<file path="src/hw/rtl/lld_pkg.sv">
// ----------------------------------------------------------------------------
// lld_pkg
// Shared widths, register indexes and controller states of the dispatcher.
// ----------------------------------------------------------------------------
`default_nettype none

package lld_pkg;

  localparam int DEF_SERVERS  = 4;
  localparam int LOAD_W       = 32;
  localparam int RATE_W       = 8;
  localparam int ITEM_W       = 16;
  localparam int PROD_W       = RATE_W + ITEM_W;
  localparam int COUNT_W      = 3;
  localparam int CFG_IDX_W    = 3;
  localparam int CFG_DATA_W   = 8;
  localparam int SERVER_OUT_W = 2;
  localparam int RATE_REGS    = 4;
  localparam int IN_TDATA_W   = 16;
  localparam int OUT_TDATA_W  = 72;
  localparam int OUT_PAD_W    = OUT_TDATA_W - SERVER_OUT_W - 2 * LOAD_W;

  localparam logic [RATE_W-1:0]  RATE_RESET  = RATE_W'(1);
  localparam logic [COUNT_W-1:0] COUNT_RESET = COUNT_W'(4);

  // Configuration register indexes
  localparam logic [CFG_IDX_W-1:0] REG_SERVER_COUNT = 3'd0;
  localparam logic [CFG_IDX_W-1:0] REG_RATE_SERVER0 = 3'd1;
  localparam logic [CFG_IDX_W-1:0] REG_RATE_SERVER1 = 3'd2;
  localparam logic [CFG_IDX_W-1:0] REG_RATE_SERVER2 = 3'd3;
  localparam logic [CFG_IDX_W-1:0] REG_RATE_SERVER3 = 3'd4;

  typedef enum logic [2:0] {
    ST_IDLE,
    ST_SCAN,
    ST_DRAIN,
    ST_MUL,
    ST_WRITE
  } lld_state_t;

endpackage

`default_nettype wire

</file>
<file path="src/hw/rtl/lld_load_mem.sv">
// ----------------------------------------------------------------------------
// lld_load_mem
// Load memory: one write port and one registered read port. Per-entry valid
// bits make unwritten entries read as zero.
// ----------------------------------------------------------------------------
`default_nettype none

module lld_load_mem #(
  parameter int DEPTH = lld_pkg::DEF_SERVERS,
  parameter int IDX_W = (DEPTH > 1) ? $clog2(DEPTH) : 1
) (
  input  wire logic                      clk,
  input  wire logic                      rst,
  input  wire logic                      rd_en,
  input  wire logic [IDX_W-1:0]          rd_idx,
  output      logic [lld_pkg::LOAD_W-1:0] rd_load,
  input  wire logic                      wr_en,
  input  wire logic [IDX_W-1:0]          wr_idx,
  input  wire logic [lld_pkg::LOAD_W-1:0] wr_load
);

  logic [lld_pkg::LOAD_W-1:0] mem [DEPTH];
  logic [DEPTH-1:0]           valid;
  logic [lld_pkg::LOAD_W-1:0] rd_data;
  logic                       rd_valid;

  always_ff @(posedge clk) begin
    if (wr_en) begin
      mem[wr_idx] <= wr_load;
    end
    if (rd_en) begin
      rd_data <= mem[rd_idx];
    end
  end

  always_ff @(posedge clk) begin
    if (rst) begin
      valid    <= '0;
      rd_valid <= 1'b0;
    end else begin
      if (wr_en) begin
        valid[wr_idx] <= 1'b1;
      end
      if (rd_en) begin
        rd_valid <= valid[rd_idx];
      end
    end
  end

  assign rd_load = rd_valid ? rd_data : '0;

endmodule

`default_nettype wire

</file>
<file path="src/hw/rtl/least_loaded_job_dispatcher.sv">
// ----------------------------------------------------------------------------
// least_loaded_job_dispatcher
// Greedy least-loaded job dispatch over a set of servers.
// ----------------------------------------------------------------------------
// Each item on the s_ channel is one job (its item count). The block picks the
// active server with the smallest accumulated load (lowest index on a tie),
// adds rate * item_count to that load with saturation, and returns one item
// on the m_ channel: chosen server, its new load and the largest active load.
// Loads live in a small synchronous memory. Per job the controller reads the
// n active loads back to back (tracking minimum and maximum), finishes the
// last compare, does the 8x16 multiply, then adds, saturates and writes back.
// A new job is accepted only after the previous one has been written back.
// The result sits in an output register, so the next job is accepted while a
// result waits; the write-back stage holds while the output register is still
// full and m_tready is low.
// The cfg channel is always ready; write it only while the block is idle.
// Reset clears all loads (valid bits), sets server_count to 4 and rates to 1.
// ----------------------------------------------------------------------------
`default_nettype none

module least_loaded_job_dispatcher #(
  parameter int SERVERS = lld_pkg::DEF_SERVERS
) (
  input  wire logic                               clk,
  input  wire logic                               rst,
  // Job input
  input  wire logic                               s_tvalid,
  output      logic                               s_tready,
  input  wire logic [lld_pkg::IN_TDATA_W-1:0]     s_tdata,  // [15:0] item_count
  // Dispatch result
  output      logic                               m_tvalid,
  input  wire logic                               m_tready,
  // [1:0] chosen_server, [33:2] chosen_load, [65:34] max_load, [71:66] zero
  output      logic [lld_pkg::OUT_TDATA_W-1:0]    m_tdata,
  // Configuration writes
  input  wire logic                               cfg_valid,
  output      logic                               cfg_ready,
  input  wire logic [lld_pkg::CFG_IDX_W-1:0]      cfg_index,
  input  wire logic [lld_pkg::CFG_DATA_W-1:0]     cfg_data
);

  localparam int IDX_W = (SERVERS > 1) ? $clog2(SERVERS) : 1;

  lld_pkg::lld_state_t state, state_next;

  logic [lld_pkg::COUNT_W-1:0] server_count;
  logic [lld_pkg::RATE_W-1:0]  rate [lld_pkg::RATE_REGS];

  logic [lld_pkg::ITEM_W-1:0]  items;
  logic [IDX_W-1:0]            last_idx;
  logic [IDX_W-1:0]            last_idx_next;
  logic [IDX_W-1:0]            scan_idx;
  logic [IDX_W-1:0]            cmp_idx;
  logic                        cmp_vld;
  logic [IDX_W-1:0]            best_idx;
  logic [lld_pkg::LOAD_W-1:0]  best_load;
  logic [lld_pkg::LOAD_W-1:0]  max_load;
  logic [lld_pkg::PROD_W-1:0]  prod;

  logic                        rd_en;
  logic [lld_pkg::LOAD_W-1:0]  rd_load;
  logic                        wr_en;
  logic [lld_pkg::RATE_W-1:0]  rate_sel;
  logic [lld_pkg::LOAD_W:0]    sum_ext;
  logic [lld_pkg::LOAD_W-1:0]  new_load;
  logic [lld_pkg::LOAD_W-1:0]  new_max;
  logic                        out_free;
  logic                        s_accept;

  logic                              out_vld;
  logic [lld_pkg::SERVER_OUT_W-1:0]  out_server;
  logic [lld_pkg::LOAD_W-1:0]        out_chosen;
  logic [lld_pkg::LOAD_W-1:0]        out_max;

  assign cfg_ready = 1'b1;
  assign s_accept  = s_tvalid && s_tready;
  assign out_free  = !out_vld || m_tready;

  // Configuration registers
  always_ff @(posedge clk) begin
    if (rst) begin
      server_count <= lld_pkg::COUNT_RESET;
      for (int r = 0; r < lld_pkg::RATE_REGS; r++) begin
        rate[r] <= lld_pkg::RATE_RESET;
      end
    end else if (cfg_valid && cfg_ready) begin
      case (cfg_index)
        lld_pkg::REG_SERVER_COUNT: server_count <= cfg_data[lld_pkg::COUNT_W-1:0];
        lld_pkg::REG_RATE_SERVER0: rate[0] <= cfg_data;
        lld_pkg::REG_RATE_SERVER1: rate[1] <= cfg_data;
        lld_pkg::REG_RATE_SERVER2: rate[2] <= cfg_data;
        lld_pkg::REG_RATE_SERVER3: rate[3] <= cfg_data;
        default: ;
      endcase
    end
  end

  // Highest active index: a count of zero acts as one, above SERVERS as SERVERS
  always_comb begin
    if (server_count == '0) begin
      last_idx_next = '0;
    end else if (int'(server_count) > SERVERS) begin
      last_idx_next = IDX_W'(SERVERS - 1);
    end else begin
      last_idx_next = IDX_W'(server_count - lld_pkg::COUNT_W'(1));
    end
  end

  // Servers without a rate register run at rate one
  always_comb begin
    rate_sel = lld_pkg::RATE_RESET;
    for (int r = 0; r < lld_pkg::RATE_REGS; r++) begin
      if (int'(best_idx) == r) begin
        rate_sel = rate[r];
      end
    end
  end

  always_comb begin
    sum_ext  = {1'b0, best_load} + (lld_pkg::LOAD_W + 1)'(prod);
    new_load = sum_ext[lld_pkg::LOAD_W] ? '1 : sum_ext[lld_pkg::LOAD_W-1:0];
    // Only the chosen load grows, so the new maximum follows from the old one
    new_max  = (new_load > max_load) ? new_load : max_load;
  end

  // Next state
  always_comb begin
    state_next = state;
    case (state)
      lld_pkg::ST_IDLE: begin
        if (s_accept) state_next = lld_pkg::ST_SCAN;
      end
      lld_pkg::ST_SCAN: begin
        if (scan_idx == last_idx) state_next = lld_pkg::ST_DRAIN;
      end
      lld_pkg::ST_DRAIN: state_next = lld_pkg::ST_MUL;
      lld_pkg::ST_MUL:   state_next = lld_pkg::ST_WRITE;
      lld_pkg::ST_WRITE: begin
        if (out_free) state_next = lld_pkg::ST_IDLE;
      end
      default: state_next = lld_pkg::ST_IDLE;
    endcase
  end

  // Controller outputs
  always_comb begin
    s_tready = 1'b0;
    rd_en    = 1'b0;
    wr_en    = 1'b0;
    case (state)
      lld_pkg::ST_IDLE:  s_tready = 1'b1;
      lld_pkg::ST_SCAN:  rd_en = 1'b1;
      lld_pkg::ST_WRITE: wr_en = out_free;
      default: ;
    endcase
  end

  always_ff @(posedge clk) begin
    if (rst) begin
      state   <= lld_pkg::ST_IDLE;
      cmp_vld <= 1'b0;
    end else begin
      state   <= state_next;
      cmp_vld <= rd_en;
    end
  end

  // Scan datapath: reads are issued one per cycle, and each compare uses the registered read data
  always_ff @(posedge clk) begin
    if (s_accept) begin
      items    <= s_tdata[lld_pkg::ITEM_W-1:0];
      last_idx <= last_idx_next;
      scan_idx <= '0;
    end else if (rd_en) begin
      scan_idx <= scan_idx + IDX_W'(1);
    end
    cmp_idx <= scan_idx;
    if (cmp_vld) begin
      if (cmp_idx == '0) begin
        best_idx  <= '0;
        best_load <= rd_load;
        max_load  <= rd_load;
      end else begin
        // Strict compare keeps the lowest index on a tie
        if (rd_load < best_load) begin
          best_idx  <= cmp_idx;
          best_load <= rd_load;
        end
        if (rd_load > max_load) begin
          max_load <= rd_load;
        end
      end
    end
    if (state == lld_pkg::ST_MUL) begin
      prod <= lld_pkg::PROD_W'(rate_sel) * lld_pkg::PROD_W'(items);
    end
  end

  // Output register
  always_ff @(posedge clk) begin
    if (rst) begin
      out_vld <= 1'b0;
    end else if (wr_en) begin
      out_vld <= 1'b1;
    end else if (m_tready) begin
      out_vld <= 1'b0;
    end
  end

  always_ff @(posedge clk) begin
    if (wr_en) begin
      out_server <= lld_pkg::SERVER_OUT_W'(best_idx);
      out_chosen <= new_load;
      out_max    <= new_max;
    end
  end

  assign m_tvalid = out_vld;
  assign m_tdata  = {{lld_pkg::OUT_PAD_W{1'b0}}, out_max, out_chosen, out_server};

  // Write-back completes before the next job's scan starts, so reads never
  // overlap a pending write to the same entry.
  lld_load_mem #(
    .DEPTH (SERVERS),
    .IDX_W (IDX_W)
  ) u_load_mem (
    .clk     (clk),
    .rst     (rst),
    .rd_en   (rd_en),
    .rd_idx  (scan_idx),
    .rd_load (rd_load),
    .wr_en   (wr_en),
    .wr_idx  (best_idx),
    .wr_load (new_load)
  );

endmodule

`default_nettype wire

</file>
<file path="config.mk">
export PLATFORM = sky130hd
export DESIGN_NAME = least_loaded_job_dispatcher
export DESIGN_NICKNAME = d
export VERILOG_FILES = /design/src/hw/rtl/lld_pkg.sv /design/src/hw/rtl/lld_load_mem.sv /design/src/hw/rtl/least_loaded_job_dispatcher.sv
export SDC_FILE = /design/constraint.sdc
export NUM_CORES = 1
export LEC_CHECK = 0
export BUFFER_PORTS_ARGS = -buffer_cell sky130_fd_sc_hd__buf_2
export CAP_MARGIN = 20
export CORE_AREA = 2 2 173 217
export DETAILED_ROUTE_END_ITERATION = 10
export DIE_AREA = 0 0 175 219
export GPL_TIMING_DRIVEN = 1
export HOLD_SLACK_MARGIN = 0.08
export PLACE_DENSITY = 0.77
export RECOVER_POWER = 50
export SLEW_MARGIN = 20
export SYNTH_ARGS = -nofsm -noshare
export SYNTH_HDL_FRONTEND = slang
export SYNTH_SLANG_ARGS = --single-unit
</file>
<file path="constraint.sdc">
create_clock -name clk -period 10.7 [get_ports clk]
set_clock_uncertainty 0.2 [all_clocks]
set_input_delay 1.07 -clock clk [delete_from_list [all_inputs] [get_ports clk]]
set_output_delay 1.07 -clock clk [all_outputs]
set_load 0.01 [all_outputs]
</file>
==> qor.csv <==
metric,value,unit
status,finished with violations,
failed_checks,"capacitance limit, slew limit",
synth_mux_area_share,5.545,%
vias,13000,
synth_xor_area_share,1.714,%
drive_above_1_share,9.740,%
holdBufCountCts,0,
leakage,9.362,nW
max_freq,0.1479,GHz
critPathLaunchType,flop,
start_util,59.27,%
yosysTopAreaCellShare,51.21,%
grt_usage,24.49,%
wl_per_cell,20.28,um
p_total,7.609,mW
clockPowerShare,17.3,%
wirelength,45550,um
dp_cells,2177,
fin_cells,2246,
h-tree-depth,2,
final_cell_mix,"366 x edfxtp_1, 181 x inv_1, 164 x ha_1, 119 x and2_1, 85 x fa_1",
combinationalPowerShare,53.3,%
grt_overflow,0,
via_per_inst,5.787,
grt_pass1_vias,13730,
required,10.78,ns
period_share,63.20,%
hp-class,flop to flop,
drtIter0Drc,904,
hold_start,cmp_idx[1],
final_antenna_net_count,0,
hold_viol,0,
core-area,36210,um2
p_seq_share,29.4,%
rows,78,
clock_sinks,383,
netlist_area,21460,um2
power.internal,4.585,mW
synth_top_family_by_area,adder cells,
hold_slack,0.2257,ns
root_buffer,clkbuf_16,
reg2reg_from,best_load[0],
antenna_found_initial,0,
seqCellArea,11330,um2
drv_slew,312,
worstMarginPinSlew,4.226,ns
dr.pass1.iters,7,
path_class,flop to flop,
rsz0062_at_grt,no,
regToRegSetupSlack,3.94,ns
grt_max_degree,67,
finalWeightedCongestion,0.8737,
p_switching,3.025,mW
slew_headroom,-181.7,%
io_buffers,99,
synth-simple-area-share,10.91,%
io_pins,107,
clk_pin_slew_worst_paths,0.07,ns
cp.arrival,6.84,ns
irDropWorstVdd,0.2998,mV
clock_path_buffers,3,
cts_buffers,39,
critPathMaxFanout,36,
hold_path_end,best_idx[1],
yosys-top-cells-area,"edfxtp_1 51%, ha_1 9.6%, fa_1 7.9%",
final_nets,2019,
ys_warn_count,0,
power_density,322.6,nW/um2
ys_ff_latch,383,
worstHoldPathCells,0,
drc,0,
die_y,219,um
die-area,38330,um2
r2r_cells,17,
multiInputGateArea,9285,um2
synth_fa_ha_area_share,17.49,%
cts_resized,0,
die_w,175,um
yosysSeqAreaShare,52.80,%
cts_setup_buffers,0,
endpoint_kind,flop,
synthCells,1630,
synth_edf_count,366,
final_common_cell,edfxtp_1,
area_growth,9.917,%
period_needed,6.762,ns
synth_area_per_cell,13.17,um2
synth_compound_area_share,7.288,%
yosys.area.top_type,edfxtp_1,
finalSetupViolCount,0,
cts_tree,built,
setup_tns,0,ns
r2r-end,out_max[3],
synth_ff_type,edfxtp_1,
clk_latency,0.55,ns
num_antenna_cells,0,
switching_share,39.75,%
hpwl,31760,um
ys_types,70,
maxCapViolCount,8,
fin_util,65.15,%
async_flop_share,0,%
fillers,2674,
grt_pass1_wl,72570,um
==> registers in the layout, indices dropped and copies added (netlist names), 3 cells and up <==
name and count:
best_load 32, items 16, max_load 32, out_chosen 32, out_max 32, prod 24, rate 32, server_count 3
state 3, u_load_mem.mem 128, u_load_mem.rd_data 32, u_load_mem.valid 4
==> Yosys cell counts (4+ instances only) <==
cell type,count
nor2_1,58
or2_2,4
o21ai_0,31
o211ai_1,5
inv_1,181
ha_1,164
o21a_1,20
nand3_1,18
and3_1,5
mux4_2,41
mux2_2,21
clkbuf_1,27
a211oi_1,18
edfxtp_1,366
xor2_1,11
a22oi_1,8
xnor2_1,31
nor3_1,17
o31ai_1,6
nand2_1,81
buf_1,4
o21bai_1,7
fa_1,85
a31oi_1,4
dfxtp_1,17
nand4_1,22
nor2b_1,14
nand2b_1,13
buf_4,7
or3_1,4
and2_1,171
a21oi_1,65
buf_2,8
a21o_1,33
nor4_1,8
==> worst max path at each step <==
stage,from,end,slack (ns)
after detailed placement,best_load[0],out_max[24],3.99
after CTS,best_load[0],out_max[3],3.97
after global routing,best_idx[0],prod[23],3.62
final,best_load[0],out_max[3],3.94
after floorplan,best_idx[0],prod[21],4.55
after global placement,best_load[0],out_max[22],4.08
==> critical path: stages (launching register included) <==
cell and delay, ns:
edfxtp_1 0.40, ha_1 0.24, fa_1 0.44, a211oi_2 0.25, o21a_1 0.24, o21ai_4 0.10, a211oi_2 0.41, o31ai_4 0.18
nand4_4 0.38, o21ai_1 0.37, ha_1 0.44, and4_1 0.22, nor4bb_1 0.81, nand2_1 0.19, nor4b_1 0.21, a21oi_1 0.15
o21a_2 0.84, mux2_2 0.43
==> routing by layer <==
metal	global-route usage [%]	wire (um)
met4	9.833	1701
met5	0	0
met1	30.66	18460
met2	43.45	23260
met3	3.049	2132
==> final cells by class <==
class                      instances  area share [%]
sequential                       383           48.03
multi-input combinational       1023           39.36
clock buffer                      50           4.402
inverter                         181           2.880
tap                              480           2.546
timing repair buffer             110           1.994
clock inverter                    19          0.7797
==> through the flow <==
stage / setup WS [ns] / cell area, um2
2_1_floorplan: 4.545 / 21480
3_3_place_gp: 4.080 / 22480
3_5_place_dp: 3.994 / 22490
4_1_cts: 3.966 / 23710
5_1_grt: 3.623 / 23590
6_report: 3.938 / 23590
==> power groups by stage <==
stage                     Sequential [mW]  Combinational, mW  Clock, mW
after detailed placement             2.27               4.02          0
after floorplan                      2.18               3.18          0
after global routing                 2.26               4.60       1.39
after CTS                            2.24               4.05       1.34
final                                2.24               4.06       1.32
after global placement               2.26               3.87          0
==> cell families after synthesis <==
logic type / count (synthesis)
AO/OA/AOI/OAI: 231
AND/OR/NAND/NOR: 429
adder cells (fa/ha/maj): 249
buffers and inverters: 229
multiplexers: 65
flip-flops: 383
other: 2
XOR/XNOR: 42
(Power assumes the default switching activity.)
